## config.mk

```make
export PLATFORM = sky130hd
export DESIGN_NAME = sfb_cfg_regs
export DESIGN_NICKNAME = d
export VERILOG_FILES = /design/src/hw/rtl/sfb_pkg.sv /design/src/hw/rtl/sfb_cfg_regs.sv
export SDC_FILE = /design/constraint.sdc
export NUM_CORES = 1
export LEC_CHECK = 0
export BUFFER_PORTS_ARGS = -buffer_cell sky130_fd_sc_hd__clkbuf_2
export CAP_MARGIN = 0
export CORE_UTILIZATION = 28
export CTS_CLUSTER_SIZE = 8
export DETAILED_ROUTE_END_ITERATION = 12
export PLACE_DENSITY = 0.66
export SYNTH_ARGS = -nofsm -noshare
export SYNTH_HDL_FRONTEND = slang
export SYNTH_SLANG_ARGS = --single-unit
```

## constraint.sdc

```tcl
create_clock -name i_clk -period 2.1 [get_ports i_clk]
set_input_delay 0.21 -clock i_clk [delete_from_list [all_inputs] [get_ports i_clk]]
set_output_delay 0.21 -clock i_clk [all_outputs]
set_load 0.01 [all_outputs]
```

## src/hw/rtl/sfb_pkg.sv

```systemverilog
`timescale 1ns / 1ps
// Shared types, constants and the control store for the shape fill framebuffer.
// Used by every module under hw/rtl; depends on nothing else.

package sfb_pkg;

    // Canvas geometry and the store built from it.
    localparam int MAX_ROWS = 64;
    localparam int MAX_COLS = 64;
    localparam int DEPTH    = MAX_ROWS * MAX_COLS;
    localparam int ADDR_W   = (DEPTH > 1) ? $clog2(DEPTH) : 1;
    localparam int ROW_W    = (MAX_ROWS > 1) ? $clog2(MAX_ROWS) : 1;
    localparam int COL_W    = (MAX_COLS > 1) ? $clog2(MAX_COLS) : 1;

    // Signed coordinate width covers anchor +/- twice the largest height.
    localparam int CRD_W = 10;
    // Clip limits reach 64; their width is the magnitude part of a coordinate.
    localparam int LIM_W = CRD_W - 1;
    // Span counter holds up to the larger of h + 1 and the row limit.
    localparam int CNT_W = 9;
    // Configuration register width and APB address and data widths.
    localparam int CFG_W   = 7;
    localparam int PADDR_W = 3;
    localparam int PDATA_W = 32;

    localparam logic [7:0] DOT_CHAR = 8'h2E;

    // Step counter of the control store.
    localparam int PC_W = 4;
    typedef logic [PC_W-1:0] t_pc;

    localparam t_pc PC_IDLE   = PC_W'(0);
    localparam t_pc PC_SWEEP  = PC_W'(1);
    localparam t_pc PC_CLEAR  = PC_W'(2);
    localparam t_pc PC_RECT   = PC_W'(3);
    localparam t_pc PC_UP     = PC_W'(4);
    localparam t_pc PC_DOWN   = PC_W'(5);
    localparam t_pc PC_READ   = PC_W'(6);
    localparam t_pc PC_DONE   = PC_W'(7);
    localparam t_pc PC_SPAN   = PC_W'(8);
    localparam t_pc PC_PIXEL  = PC_W'(9);
    localparam t_pc PC_STEP   = PC_W'(10);
    localparam t_pc PC_DIA1   = PC_W'(11);
    localparam t_pc PC_DSPAN  = PC_W'(12);
    localparam t_pc PC_DPIXEL = PC_W'(13);
    localparam t_pc PC_DSTEP  = PC_W'(14);
    localparam t_pc PC_DIA2   = PC_W'(15);

    // Request modes.
    typedef enum logic [2:0] {
        MODE_CLEAR   = 3'd0,
        MODE_RECT    = 3'd1,
        MODE_UP      = 3'd2,
        MODE_DOWN    = 3'd3,
        MODE_DIAMOND = 3'd4,
        MODE_READ    = 3'd5
    } t_mode;

    // Datapath operation of one control word.
    typedef enum logic [2:0] {
        UOP_IDLE  = 3'd0,
        UOP_SWEEP = 3'd1,
        UOP_LOAD  = 3'd2,
        UOP_SPAN  = 3'd3,
        UOP_PIXEL = 3'd4,
        UOP_STEP  = 3'd5,
        UOP_READ  = 3'd6,
        UOP_DONE  = 3'd7
    } t_uop;

    // Shape set-up selected by a load step.
    typedef enum logic [2:0] {
        SH_CLEAR = 3'd0,
        SH_RECT  = 3'd1,
        SH_UP    = 3'd2,
        SH_DOWN  = 3'd3,
        SH_DIA1  = 3'd4,
        SH_DIA2  = 3'd5
    } t_shape;

    // Jump condition of a control word.
    typedef enum logic [2:0] {
        CND_ALWAYS    = 3'd0,
        CND_ACCEPT    = 3'd1,
        CND_SWEEP_END = 3'd2,
        CND_CNT_ZERO  = 3'd3,
        CND_COL_END   = 3'd4,
        CND_OUT_FREE  = 3'd5
    } t_cond;

    // One control word: the jump goes to target when the condition holds (to
    // the mode's entry on accept), else it repeats (hold) or goes to the next.
    typedef struct packed {
        t_uop   op;
        t_shape shape;
        t_cond  cond;
        logic   hold;
        t_pc    target;
    } t_uword;

    // Datapath status returned to the sequencer.
    typedef struct packed {
        logic sweep_end;
        logic cnt_zero;
        logic col_end;
        logic out_free;
    } t_stat;

    // Configuration registers.
    typedef struct packed {
        logic [CFG_W-1:0] rows_in_use;
        logic [CFG_W-1:0] cols_in_use;
    } t_cfg;

    // Request and result payloads.
    typedef struct packed {
        logic [2:0]        mode;
        logic signed [7:0] pos_col;
        logic signed [7:0] pos_row;
        logic [6:0]        width;
        logic [6:0]        height;
        logic [7:0]        brush_char;
    } t_req;

    typedef struct packed {
        logic [7:0] pixel_char;
        logic       pixel_valid;
    } t_rsp;

    // Control store. A fill walks spans: each span test ends the loop when
    // the span count is spent, the pixel step writes across the span, and the
    // step word moves row and edges on. The diamond runs the loop twice.
    function automatic t_uword ucode(input t_pc pc);
        t_uword w;
        w = '{op: UOP_IDLE, shape: SH_CLEAR, cond: CND_ACCEPT, hold: 1'b1, target: PC_IDLE};
        unique case (pc)
            PC_IDLE:   w = '{UOP_IDLE,  SH_CLEAR, CND_ACCEPT,    1'b1, PC_IDLE};
            PC_SWEEP:  w = '{UOP_SWEEP, SH_CLEAR, CND_SWEEP_END, 1'b1, PC_IDLE};
            PC_CLEAR:  w = '{UOP_LOAD,  SH_CLEAR, CND_ALWAYS,    1'b0, PC_SPAN};
            PC_RECT:   w = '{UOP_LOAD,  SH_RECT,  CND_ALWAYS,    1'b0, PC_SPAN};
            PC_UP:     w = '{UOP_LOAD,  SH_UP,    CND_ALWAYS,    1'b0, PC_SPAN};
            PC_DOWN:   w = '{UOP_LOAD,  SH_DOWN,  CND_ALWAYS,    1'b0, PC_SPAN};
            PC_READ:   w = '{UOP_READ,  SH_CLEAR, CND_ALWAYS,    1'b0, PC_DONE};
            PC_DONE:   w = '{UOP_DONE,  SH_CLEAR, CND_OUT_FREE,  1'b1, PC_IDLE};
            PC_SPAN:   w = '{UOP_SPAN,  SH_CLEAR, CND_CNT_ZERO,  1'b0, PC_DONE};
            PC_PIXEL:  w = '{UOP_PIXEL, SH_CLEAR, CND_COL_END,   1'b1, PC_STEP};
            PC_STEP:   w = '{UOP_STEP,  SH_CLEAR, CND_ALWAYS,    1'b0, PC_SPAN};
            PC_DIA1:   w = '{UOP_LOAD,  SH_DIA1,  CND_ALWAYS,    1'b0, PC_DSPAN};
            PC_DSPAN:  w = '{UOP_SPAN,  SH_CLEAR, CND_CNT_ZERO,  1'b0, PC_DIA2};
            PC_DPIXEL: w = '{UOP_PIXEL, SH_CLEAR, CND_COL_END,   1'b1, PC_DSTEP};
            PC_DSTEP:  w = '{UOP_STEP,  SH_CLEAR, CND_ALWAYS,    1'b0, PC_DSPAN};
            PC_DIA2:   w = '{UOP_LOAD,  SH_DIA2,  CND_ALWAYS,    1'b0, PC_SPAN};
            default:   w = '{UOP_IDLE,  SH_CLEAR, CND_ACCEPT,    1'b1, PC_IDLE};
        endcase
        return w;
    endfunction

    // Entry step of the program for each request mode.
    function automatic t_pc dispatch(input logic [2:0] mode);
        t_pc pc;
        pc = PC_DONE;
        unique case (mode)
            MODE_CLEAR:   pc = PC_CLEAR;
            MODE_RECT:    pc = PC_RECT;
            MODE_UP:      pc = PC_UP;
            MODE_DOWN:    pc = PC_DOWN;
            MODE_DIAMOND: pc = PC_DIA1;
            MODE_READ:    pc = PC_READ;
            default:      pc = PC_DONE;
        endcase
        return pc;
    endfunction

endpackage

```

## src/hw/rtl/sfb_cfg_regs.sv

```systemverilog
`timescale 1ns / 1ps
// APB register file holding the row and column clip limits.
// Depends on sfb_pkg for widths and the configuration struct.

module sfb_cfg_regs (
    input  logic                           i_clk,
    input  logic                           i_rst_n,
    input  logic                           psel,
    input  logic                           penable,
    input  logic                           pwrite,
    input  logic [sfb_pkg::PADDR_W-1:0]    paddr,
    input  logic [sfb_pkg::PDATA_W-1:0]    pwdata,
    output logic [sfb_pkg::PDATA_W-1:0]    prdata,
    output logic                           pready,
    output sfb_pkg::t_cfg                  o_cfg
);

    localparam logic REG_ROWS = 1'b0;
    localparam logic REG_COLS = 1'b1;

    logic [sfb_pkg::CFG_W-1:0] r_rows;
    logic [sfb_pkg::CFG_W-1:0] r_cols;
    logic                      wr_en;
    logic                      reg_sel;

    // Registers sit one to a 32-bit word; the low address bits are ignored.
    assign reg_sel = paddr[2];
    assign wr_en   = psel && penable && pwrite;
    assign pready  = 1'b1;

    // Register writes complete in the access phase.
    always_ff @(posedge i_clk) begin
        if (!i_rst_n) begin
            r_rows <= sfb_pkg::CFG_W'(64);
            r_cols <= sfb_pkg::CFG_W'(64);
        end else if (wr_en) begin
            if (reg_sel == REG_ROWS) begin
                r_rows <= pwdata[sfb_pkg::CFG_W-1:0];
            end
            if (reg_sel == REG_COLS) begin
                r_cols <= pwdata[sfb_pkg::CFG_W-1:0];
            end
        end
    end

    // Read-back of the selected register.
    always_comb begin
        prdata = '0;
        if (reg_sel == REG_COLS) begin
            prdata = sfb_pkg::PDATA_W'(r_cols);
        end else begin
            prdata = sfb_pkg::PDATA_W'(r_rows);
        end
    end

    assign o_cfg.rows_in_use = r_rows;
    assign o_cfg.cols_in_use = r_cols;

endmodule

```

==> results summary <==
The data required time at the worst endpoint came out at 1.89 ns. The total via count after detailed routing is ~600. The count of mapped cells out of synthesis is 90. After legalization and detailed placement, the total HPWL measured between 1000 and 1500 um. After synthesis the netlist holds a flip-flop and latch count of 14. The routed wire length on met2 is roughly 900 um. The detailed router's first-iteration violation count came out at 17.

The largest net degree at the start of global routing is 22. The run finished, with violations left. The cell chosen for the clock root is sky130_fd_sc_hd__clkbuf_4.

Leaving out fill and tap cells, the most frequent cell in the layout is sky130_fd_sc_hd__clkbuf_2. The number of buffers inserted for hold repair after clock tree synthesis came out at 0. The antenna diode instance count came out at 0. TritonCTS built the clock tree. From synthesis to final layout, the design area changed by 12.3%. The cell area after synthesis is 855 um^2. The final weighted congestion of routability-driven global placement is approximately 0.7. The total count of max-transition violations in the final report is 0. The average detailed-routed wire length per instance came out at between 10 and 15 um.

The area of the die came out at 0.00328 mm^2. The number of input and output port buffers inserted came out at 33. Leaving out fill and tap cells, the most frequent cells in the layout are 33 x sky130_fd_sc_hd__clkbuf_2, 26 x sky130_fd_sc_hd__conb_1, 18 x sky130_fd_sc_hd__nand2_1, 14 x sky130_fd_sc_hd__mux2i_1, 14 x sky130_fd_sc_hd__dfxtp_1. Routed signal wires occupy layers up through met3. The number of hold violations in the final report came out at 0. The first-pass GRT wire length is 2510 um. The insertion delay of the later-clocked pin in the worst-skew pair is 0.27 ns. The number of antenna violations at the first check in global routing came out at 0. The count of filler cells inserted in the layout is 299. The starting density of the core is 30.2%.

The via-per-instance ratio is 4.03. After floorplanning, the core was divided into 19 placement rows. The number of global-route vias before repair is 573. The peak supply drop is 285 uV. The sum of negative setup slack is 0 ns. Setup repair after global routing left no endpoint under its margin.

The first detailed-routing pass ran for 9 iterations. The CTS buffer count came out at 3. The share of the Yosys chip area taken by registers is 32.8%.

The type of the most critical hold path is primary input to register. The cell leakage power came out at 0.000577 uW. In this run the vertical extent of the chip is 57.2 um. The I/O pin total came out at 87. The final worst clock skew came out at 0 ns. Summed over all layers, the routed wires come to 1620 um. The warning count from the yosys run came out at 0. The global-route usage over all layers is 10.4%.

Power spread over the standard cell area amounts to 568 mW/mm^2. The pre-CTS setup slack came out at 0.885 ns. The area of the core region is around 0.0028 mm^2.

The count of distinct cell types in the synthesized netlist is 11. The depth of the CTS H-tree is 1. The count of antenna-violating nets left after detailed routing is 0. Along the worst path, the maximum fanout reaches 3. The checks that failed: design-rule violations. The number of resized instances in the post-cts repair step came out at 0. The number of clock sinks is 14. The arrival time reported for the critical path endpoint came out at 1.00 ns. The final critical path time including I/O delays and setup came out at 1.21 ns.

The post-route met1 wirelength came out at 624 um. The number of maximum-capacitance violations is 0. Summed over all nets, wire length on met3 after detailed routing comes to 89 um.

The final setup violation count is 0. The launching element type of the critical path is a register. The net count reported at finish came out at 162. The count of unresolved DRC violations after routing is 5. The x dimension of the die is 57.2 um. STA classifies the critical path endpoint as an output pin. After clock tree synthesis, the clock-pin slew on the worst setup and hold paths is 0.08 ns. The ratio of final minimum period to clock period is 57.5%.

The maximum clock frequency is just over 800 MHz. Setup slack on the critical path of the routed design comes to 0.892 ns. The sum of overflow across all layers after global routing came out at 0.

The start-to-end type of the worst setup path is register to output pin. The mean area per synthesized cell is between 9 and 10 um^2. The number of setup buffers added after CTS came out at 0. The largest buffer count on any clock path came out at 2. The fraction of layout instances using a drive strength above 1 is 38.0%.
[cell usage after synthesis]
cell type	number	area (um^2)
sky130_fd_sc_hd__nand2_1	18	67.6
sky130_fd_sc_hd__dfxtp_1	14	280
sky130_fd_sc_hd__nor2b_1	3	18.8
sky130_fd_sc_hd__buf_4	26	195
sky130_fd_sc_hd__nand4b_4	1	23.8
sky130_fd_sc_hd__nand4_2	1	12.5
sky130_fd_sc_hd__buf_6	2	22.5
sky130_fd_sc_hd__mux2_2	7	78.8
sky130_fd_sc_hd__conb_1	2	7.51
sky130_fd_sc_hd__mux2i_1	14	140
sky130_fd_sc_hd__clkbuf_1	2	7.51
[report_power, final]
part	switching (uW)	internal, uW	total [uW]
clock network	84.5	105	190
registers	4.02	271	275
logic	53.0	27.4	80.4
total	141	404	545
[metal layers]
layer  global-route usage (%)  vias up
met1                     9.93      278
li1                         -      303
met2                     20.7       32
met5                        0        -
met3                     4.08        0
met4                     2.09        0
[registers in the layout, indices dropped and copies added (netlist names)]
register / count
r_cols: 7
r_rows: 7
[critical path: stages, from the launching register on]
cell and delay (ns):
sky130_fd_sc_hd__dfxtp_1 0.33, sky130_fd_sc_hd__mux2_2 0.26, sky130_fd_sc_hd__clkbuf_2 0.13
[final cells by class]
cell class | instances | area, um^2 | area share, %
timing repair buffer | 33 | 165 | 17.2
sequential | 14 | 280 | 29.2
multi-input combinational | 70 | 439 | 45.8
tap | 31 | 38.8 | 4.04
clock buffer | 4 | 36.3 | 3.78
[worst paths after layout]
check	from	endpoint	slack, ns	cells after the start
max reg2reg	r_rows[6]	r_rows[6]	1.45	2
min	pwdata[2]	r_cols[2]	0.18	3
min reg2reg	r_cols[2]	r_cols[2]	0.47	2
max	r_cols[3]	prdata[3]	0.89	2
[cell families after synthesis]
| kind of cell | share of synthesized area [%] |
|---|---|
| mux | 25.6 |
| flops | 32.8 |
| simple gates | 14.3 |
| other cells | 0.879 |
| buf+inv | 26.4 |
[metrics by stage]
stage	hold slack (ns)	area (um^2)	total power (uW)	instances	util [%]
floorplan	0.371	945	373	114	-
global placement	0.453	923	360	148	32.6
detailed placement	0.468	923	363	148	32.6
CTS	0.166	960	560	152	33.9
global route	0.179	960	580	152	33.9
finish	0.181	960	545	152	33.9
Power figures use the tool's default switching activity.
