<file path="src/hw/rtl/sfb_pkg.sv">
`timescale 1ns / 1ps
// Shared types, constants and the control store for the shape fill framebuffer.
// Used by every module under hw/rtl; depends on nothing else.

package sfb_pkg;

    // Canvas geometry and the store built from it.
    localparam int MAX_ROWS = 64;
    localparam int MAX_COLS = 64;
    localparam int DEPTH    = MAX_ROWS * MAX_COLS;
    localparam int ADDR_W   = (DEPTH > 1) ? $clog2(DEPTH) : 1;
    localparam int ROW_W    = (MAX_ROWS > 1) ? $clog2(MAX_ROWS) : 1;
    localparam int COL_W    = (MAX_COLS > 1) ? $clog2(MAX_COLS) : 1;

    // Signed coordinate width covers anchor +/- twice the largest height.
    localparam int CRD_W = 10;
    // Clip limits reach 64; their width is the magnitude part of a coordinate.
    localparam int LIM_W = CRD_W - 1;
    // Span counter holds up to the larger of h + 1 and the row limit.
    localparam int CNT_W = 9;
    // Configuration register width and APB address and data widths.
    localparam int CFG_W   = 7;
    localparam int PADDR_W = 3;
    localparam int PDATA_W = 32;

    localparam logic [7:0] DOT_CHAR = 8'h2E;

    // Step counter of the control store.
    localparam int PC_W = 4;
    typedef logic [PC_W-1:0] t_pc;

    localparam t_pc PC_IDLE   = PC_W'(0);
    localparam t_pc PC_SWEEP  = PC_W'(1);
    localparam t_pc PC_CLEAR  = PC_W'(2);
    localparam t_pc PC_RECT   = PC_W'(3);
    localparam t_pc PC_UP     = PC_W'(4);
    localparam t_pc PC_DOWN   = PC_W'(5);
    localparam t_pc PC_READ   = PC_W'(6);
    localparam t_pc PC_DONE   = PC_W'(7);
    localparam t_pc PC_SPAN   = PC_W'(8);
    localparam t_pc PC_PIXEL  = PC_W'(9);
    localparam t_pc PC_STEP   = PC_W'(10);
    localparam t_pc PC_DIA1   = PC_W'(11);
    localparam t_pc PC_DSPAN  = PC_W'(12);
    localparam t_pc PC_DPIXEL = PC_W'(13);
    localparam t_pc PC_DSTEP  = PC_W'(14);
    localparam t_pc PC_DIA2   = PC_W'(15);

    // Request modes.
    typedef enum logic [2:0] {
        MODE_CLEAR   = 3'd0,
        MODE_RECT    = 3'd1,
        MODE_UP      = 3'd2,
        MODE_DOWN    = 3'd3,
        MODE_DIAMOND = 3'd4,
        MODE_READ    = 3'd5
    } t_mode;

    // Datapath operation of one control word.
    typedef enum logic [2:0] {
        UOP_IDLE  = 3'd0,
        UOP_SWEEP = 3'd1,
        UOP_LOAD  = 3'd2,
        UOP_SPAN  = 3'd3,
        UOP_PIXEL = 3'd4,
        UOP_STEP  = 3'd5,
        UOP_READ  = 3'd6,
        UOP_DONE  = 3'd7
    } t_uop;

    // Shape set-up selected by a load step.
    typedef enum logic [2:0] {
        SH_CLEAR = 3'd0,
        SH_RECT  = 3'd1,
        SH_UP    = 3'd2,
        SH_DOWN  = 3'd3,
        SH_DIA1  = 3'd4,
        SH_DIA2  = 3'd5
    } t_shape;

    // Jump condition of a control word.
    typedef enum logic [2:0] {
        CND_ALWAYS    = 3'd0,
        CND_ACCEPT    = 3'd1,
        CND_SWEEP_END = 3'd2,
        CND_CNT_ZERO  = 3'd3,
        CND_COL_END   = 3'd4,
        CND_OUT_FREE  = 3'd5
    } t_cond;

    // One control word: the jump goes to target when the condition holds (to
    // the mode's entry on accept), else it repeats (hold) or goes to the next.
    typedef struct packed {
        t_uop   op;
        t_shape shape;
        t_cond  cond;
        logic   hold;
        t_pc    target;
    } t_uword;

    // Datapath status returned to the sequencer.
    typedef struct packed {
        logic sweep_end;
        logic cnt_zero;
        logic col_end;
        logic out_free;
    } t_stat;

    // Configuration registers.
    typedef struct packed {
        logic [CFG_W-1:0] rows_in_use;
        logic [CFG_W-1:0] cols_in_use;
    } t_cfg;

    // Request and result payloads.
    typedef struct packed {
        logic [2:0]        mode;
        logic signed [7:0] pos_col;
        logic signed [7:0] pos_row;
        logic [6:0]        width;
        logic [6:0]        height;
        logic [7:0]        brush_char;
    } t_req;

    typedef struct packed {
        logic [7:0] pixel_char;
        logic       pixel_valid;
    } t_rsp;

    // Control store. A fill walks spans: each span test ends the loop when
    // the span count is spent, the pixel step writes across the span, and the
    // step word moves row and edges on. The diamond runs the loop twice.
    function automatic t_uword ucode(input t_pc pc);
        t_uword w;
        w = '{op: UOP_IDLE, shape: SH_CLEAR, cond: CND_ACCEPT, hold: 1'b1, target: PC_IDLE};
        unique case (pc)
            PC_IDLE:   w = '{UOP_IDLE,  SH_CLEAR, CND_ACCEPT,    1'b1, PC_IDLE};
            PC_SWEEP:  w = '{UOP_SWEEP, SH_CLEAR, CND_SWEEP_END, 1'b1, PC_IDLE};
            PC_CLEAR:  w = '{UOP_LOAD,  SH_CLEAR, CND_ALWAYS,    1'b0, PC_SPAN};
            PC_RECT:   w = '{UOP_LOAD,  SH_RECT,  CND_ALWAYS,    1'b0, PC_SPAN};
            PC_UP:     w = '{UOP_LOAD,  SH_UP,    CND_ALWAYS,    1'b0, PC_SPAN};
            PC_DOWN:   w = '{UOP_LOAD,  SH_DOWN,  CND_ALWAYS,    1'b0, PC_SPAN};
            PC_READ:   w = '{UOP_READ,  SH_CLEAR, CND_ALWAYS,    1'b0, PC_DONE};
            PC_DONE:   w = '{UOP_DONE,  SH_CLEAR, CND_OUT_FREE,  1'b1, PC_IDLE};
            PC_SPAN:   w = '{UOP_SPAN,  SH_CLEAR, CND_CNT_ZERO,  1'b0, PC_DONE};
            PC_PIXEL:  w = '{UOP_PIXEL, SH_CLEAR, CND_COL_END,   1'b1, PC_STEP};
            PC_STEP:   w = '{UOP_STEP,  SH_CLEAR, CND_ALWAYS,    1'b0, PC_SPAN};
            PC_DIA1:   w = '{UOP_LOAD,  SH_DIA1,  CND_ALWAYS,    1'b0, PC_DSPAN};
            PC_DSPAN:  w = '{UOP_SPAN,  SH_CLEAR, CND_CNT_ZERO,  1'b0, PC_DIA2};
            PC_DPIXEL: w = '{UOP_PIXEL, SH_CLEAR, CND_COL_END,   1'b1, PC_DSTEP};
            PC_DSTEP:  w = '{UOP_STEP,  SH_CLEAR, CND_ALWAYS,    1'b0, PC_DSPAN};
            PC_DIA2:   w = '{UOP_LOAD,  SH_DIA2,  CND_ALWAYS,    1'b0, PC_SPAN};
            default:   w = '{UOP_IDLE,  SH_CLEAR, CND_ACCEPT,    1'b1, PC_IDLE};
        endcase
        return w;
    endfunction

    // Entry step of the program for each request mode.
    function automatic t_pc dispatch(input logic [2:0] mode);
        t_pc pc;
        pc = PC_DONE;
        unique case (mode)
            MODE_CLEAR:   pc = PC_CLEAR;
            MODE_RECT:    pc = PC_RECT;
            MODE_UP:      pc = PC_UP;
            MODE_DOWN:    pc = PC_DOWN;
            MODE_DIAMOND: pc = PC_DIA1;
            MODE_READ:    pc = PC_READ;
            default:      pc = PC_DONE;
        endcase
        return pc;
    endfunction

endpackage

</file>
<file path="src/hw/rtl/sfb_sequencer.sv">
`timescale 1ns / 1ps
// Step counter and control store lookup with conditional jumps.
// Depends on sfb_pkg for the control word, the program and the dispatch table.

module sfb_sequencer (
    input  logic             i_clk,
    input  logic             i_rst_n,
    input  logic             i_req_valid,
    input  logic [2:0]       i_mode,
    input  sfb_pkg::t_stat   i_stat,
    output logic             o_req_stall,
    output logic             o_accept,
    output sfb_pkg::t_uword  o_ctl
);

    sfb_pkg::t_pc    r_pc;
    sfb_pkg::t_pc    n_pc;
    sfb_pkg::t_uword ctl;
    logic            cond_hit;

    // Current control word.
    assign ctl   = sfb_pkg::ucode(r_pc);
    assign o_ctl = ctl;

    // Requests are taken only at the idle step.
    assign o_req_stall = (r_pc != sfb_pkg::PC_IDLE);
    assign o_accept    = i_req_valid && !o_req_stall;

    // Evaluate the jump condition of the current word.
    always_comb begin
        cond_hit = 1'b1;
        unique case (ctl.cond)
            sfb_pkg::CND_ALWAYS:    cond_hit = 1'b1;
            sfb_pkg::CND_ACCEPT:    cond_hit = o_accept;
            sfb_pkg::CND_SWEEP_END: cond_hit = i_stat.sweep_end;
            sfb_pkg::CND_CNT_ZERO:  cond_hit = i_stat.cnt_zero;
            sfb_pkg::CND_COL_END:   cond_hit = i_stat.col_end;
            sfb_pkg::CND_OUT_FREE:  cond_hit = i_stat.out_free;
            default:                cond_hit = 1'b1;
        endcase
    end

    // Next step: jump, repeat or fall through.
    always_comb begin
        priority if (cond_hit && ctl.cond == sfb_pkg::CND_ACCEPT) begin
            n_pc = sfb_pkg::dispatch(i_mode);
        end else if (cond_hit) begin
            n_pc = ctl.target;
        end else if (ctl.hold) begin
            n_pc = r_pc;
        end else begin
            n_pc = r_pc + sfb_pkg::PC_W'(1);
        end
    end

    // Reset starts the clearing pass over the whole store.
    always_ff @(posedge i_clk) begin
        if (!i_rst_n) begin
            r_pc <= sfb_pkg::PC_SWEEP;
        end else begin
            r_pc <= n_pc;
        end
    end

    // The clearing pass hands over to the idle step and nowhere else.
    a_sweep_to_idle: assert property (@(posedge i_clk) disable iff (!i_rst_n)
        r_pc == sfb_pkg::PC_SWEEP && i_stat.sweep_end |=> r_pc == sfb_pkg::PC_IDLE)
        else $error("clearing pass did not return to idle");

    // An accepted request always starts a program away from idle.
    a_accept_leaves_idle: assert property (@(posedge i_clk) disable iff (!i_rst_n)
        o_accept |=> r_pc != sfb_pkg::PC_IDLE)
        else $error("accepted request did not start a program");

    // A final step with room for its result hands back to the idle step.
    a_done_to_idle: assert property (@(posedge i_clk) disable iff (!i_rst_n)
        r_pc == sfb_pkg::PC_DONE && i_stat.out_free |=> r_pc == sfb_pkg::PC_IDLE)
        else $error("final step did not return to idle");

endmodule

</file>
<file path="config.mk">
export PLATFORM = sky130hd
export DESIGN_NAME = sfb_sequencer
export DESIGN_NICKNAME = d
export VERILOG_FILES = /design/src/hw/rtl/sfb_pkg.sv /design/src/hw/rtl/sfb_sequencer.sv
export SDC_FILE = /design/constraint.sdc
export NUM_CORES = 1
export LEC_CHECK = 0
export BUFFER_PORTS_ARGS = -buffer_cell sky130_fd_sc_hd__buf_4
export CAP_MARGIN = 40
export CORE_MARGIN = 3
export CORE_UTILIZATION = 50
export CTS_CLUSTER_SIZE = 25
export DETAILED_ROUTE_END_ITERATION = 8
export GPL_TIMING_DRIVEN = 0
export PLACE_DENSITY = 0.75
export SLEW_MARGIN = 40
export SYNTH_ARGS = -nofsm -noshare
export SYNTH_HDL_FRONTEND = slang
export SYNTH_SLANG_ARGS = --single-unit
export TNS_END_PERCENT = 1
</file>
<file path="constraint.sdc">
create_clock -name i_clk -period 7.1 [get_ports i_clk]
set_input_delay 1.42 -clock i_clk [delete_from_list [all_inputs] [get_ports i_clk]]
set_output_delay 1.42 -clock i_clk [all_outputs]
set_load 0.01 [all_outputs]
</file>
==> key figures <==
Yosys
  – Seq cells post-synth: 18
  – Synth Area in Compound Gates: 26.9%
  – Most frequent cell after synthesis: dfxtp_1
  – Seq/Total Area, Yosys: 32.0%
  – Area share of and/or/nand/nor cells after synthesis: 17.4%
  – Top post-synthesis cells by count: dfxtp_1 (18), inv_1 (11), nand2_1 (10)
  – Mapped Nets: 138
  – Yosys warns: 0
  – Post-synth top area share: 32.0%
  – Largest family of logic cells by synthesized area: compound AO/OA/AOI/OAI gates
  – Synth async-reset ratio: 0%
  – Synth Area in Adders: 10.0%
  – XOR/XNOR Fraction of Synth Area: 1.56%
  – EDFF count, synth: 0
  – Cell accounting for the most synthesized area: dfxtp_1
  – Largest cells by area after synthesis: dfxtp_1 (32%), ha_1 (10%), mux2i_1 (4.4%)
  – Avg Cell Area, Syn: 9.45 um^2
  – Mapped Area: 1120 um^2
  – Cells after Synth: 119
  – Main synth FF type: dfxtp_1
  – Mux contribution to synthesized area: 6.45%
  – Netlist cell types: 51

Setup path
  – R2R setup slack: 4.14 ns
  – Crit Path Category: input port to flip-flop
  – Worst Reg2Reg Path Length in Cells: 12
  – CP endpoint kind: flip-flop
  – Critical path peak fanout: 8
  – CP Launch Type: input port
  – Reg-to-reg startpoint: o_ctl[7]$_DFF_P_
  – CP arrival: 3.95 ns
  – Req. time, crit path: 7.34 ns
  – Worst reg2reg endpoint: o_ctl[4]$_DFF_P_

CTS
  – Root buf cell: clkbuf_4
  – Post-CTS Setup Repair Bufs: 0
  – Clk_lat worst skew: 0.29 ns
  – Total CTS buffers: 3
  – Post_cts resized: 0
  – Worst-path clk slew: 0.09 ns
  – CTS H-tree depth: 1
  – CTS max path bufs: 2
  – CTS tree: yes
  – Hold bufs inserted after CTS: 0
  – Clk sinks: 18

Die
  – Die X: 53.4 um
  – # IOs: 26
  – FP Rows: 16
  – Die ar.: 2850 um^2
  – Core region area: 2040 um^2
  – Initial Util: 55.1%
  – Die Ht: 53.4 um

Cells and area
  – Final Util: 67.3%
  – Non-filler cells, final: 174
  – Layout cells sized above 1: 29.9%
  – Antenna diodes: 0
  – NumNets Final: 167
  – Syn-to-layout area delta: 22.2%

Timing
  – Final TNS setup: 0 ns
  – Hold WS: 0.721 ns
  – RSZ-0062 raised after global routing: false
  – Setup-failing EPs final: 0
  – Worst slew pin tran: 0.440 ns
  – Min Tclk post-route: 3.71 ns
  – Max frequency: 269 MHz
  – Crit share post-route: 52.3%
  – Relative slew slack: 70.5%
  – Final hold viol count: 0
  – Slew Viols, Final: 0
  – Clock Skew: 0.00142 ns

GRT
  – Initial antenna violation count: 0
  – GRT Overall Usage: 19.3%
  – Pin count of the biggest net entering global routing: 11
  – Number of global-route vias before repair: 947
  – Wire length of the first global-routing pass: 4020 um
  – Global route overflow: 0

Place
  – PortBufs: 24
  – Placed cells: 170
  – Routability congestion estimate: 0.854
  – Post-DP HPWL: 1860 um

Pwr
  – Leakage: 0.641 nW
  – PwrDens: 518 nW/um^2
  – Worst vdd ir: 0.294 mV

Drt
  – Total number of vias: 996
  – Post-route DRC: 0
  – Top Metal Used: met4
  – Vias per Instance: 5.72
  – Routed Antenna Nets: 0
  – Met3 WL: 129 um
  – Met1 Routed Length: 1070 um
  – DR WL met2: 1180 um
  – Routed WL: 2420 um
  – Iteration-0 DRC Markers: 27
  – Drt first pass iters: 4
  – WL/cell: 13.9 um

Hold path
  – Hold Path End: r_pc[0]$_SDFFE_PN1N_
  – Hold Crit Start: o_ctl[0]$_DFF_P_
  – Hold WC Path Type: flip-flop to flip-flop
  – Hold path depth: 4

Run
  – Max Cap Viol: 0

Run status
  – Status: complete, no violations
## placed cells by master, fill, tap and decap left out, drive strengths merged, types with 2 or more instances in the layout
| cell | count |
|---|---|
| buf | 25 |
| a21oi | 3 |
| dfxtp | 18 |
| clkbuf | 5 |
| o2bb2ai | 2 |
| and2 | 3 |
| inv | 13 |
| or2 | 4 |
| o21ai | 5 |
| a32o | 2 |
| a41oi | 2 |
| nor2 | 5 |
| nand2 | 11 |
| a211oi | 2 |
| mux2i | 6 |
| o21bai | 2 |
| a31oi | 3 |
| ha | 9 |
| nor2b | 4 |
| nand3 | 2 |
## flip-flops by register name, indices dropped and copies added, names as in the netlist
name and flops:
o_ctl 14, r_pc 4
## per-layer routing
metal  GRT usage [%]  vias to the layer above
met5               0                        -
li1                -                      486
met3            3.38                        7
met2            34.5                       38
met1            21.7                      465
met4            9.36                        0
## through the flow
step / worst slack [ns] / power, mW / area, um^2
5_1_grt: 3.26 / 0.768 / 1380
2_1_floorplan: 3.66 / 0.520 / 1120
6_report: 3.39 / 0.712 / 1380
4_1_cts: 3.43 / 0.710 / 1380
3_3_place_gp: 3.23 / 0.633 / 1340
3_5_place_dp: 3.13 / 0.646 / 1340
## report_power, final
| part | leakage (nW) | switching (mW) | internal, mW |
|---|---|---|---|
| clock network | 0.0210 | 0.0299 | 0.0312 |
| registers | 0.148 | 0.0324 | 0.142 |
| logic | 0.471 | 0.258 | 0.218 |
| total | 0.641 | 0.321 | 0.392 |
## worst max path at each step
stage	cells after the start	end	startpoint	slack [ns]
2_1_floorplan	10	o_ctl[11]$_DFF_P_	i_stat[0]	3.66
3_3_place_gp	13	o_ctl[4]$_DFF_P_	i_stat[0]	3.23
3_5_place_dp	13	o_ctl[4]$_DFF_P_	i_stat[1]	3.13
4_1_cts	13	o_ctl[4]$_DFF_P_	i_stat[1]	3.43
5_1_grt	13	o_ctl[4]$_DFF_P_	i_stat[0]	3.26
6_report	13	o_ctl[4]$_DFF_P_	i_stat[1]	3.39
## critical path: stages
cell,delay [ns]
buf_4,0.10
nor2b_1,0.11
o21bai_1,0.13
a21oi_4,0.33
o32ai_1,0.16
a31oi_1,0.37
nand2_1,0.31
inv_1,0.19
ha_1,0.20
inv_1,0.06
or2_1,0.27
o2bb2ai_2,0.17
a31o_1,0.12
## area by class of cell
type | instances | area [um^2]
Inverter | 13 | 48.8
Clock buffer | 4 | 36.3
Fill cell | 184 | 667
Sequential cell | 18 | 360
Buffer | 2 | 15.0
Tap cell | 27 | 33.8
Timing Repair Buffer | 24 | 180
Multi-Input combinational cell | 86 | 701
## logic make-up (layout without fill, tap and decap cells)
logic type | Yosys count | in the layout
adder cells (fa/ha/maj) | 9 | 9
AND/OR/NAND/NOR | 35 | 35
AO/OA/AOI/OAI | 34 | 34
buffers and inverters | 15 | 43
XOR/XNOR | 2 | 2
flip-flops | 18 | 18
multiplexers | 6 | 6
(Power assumes the default switching activity.)
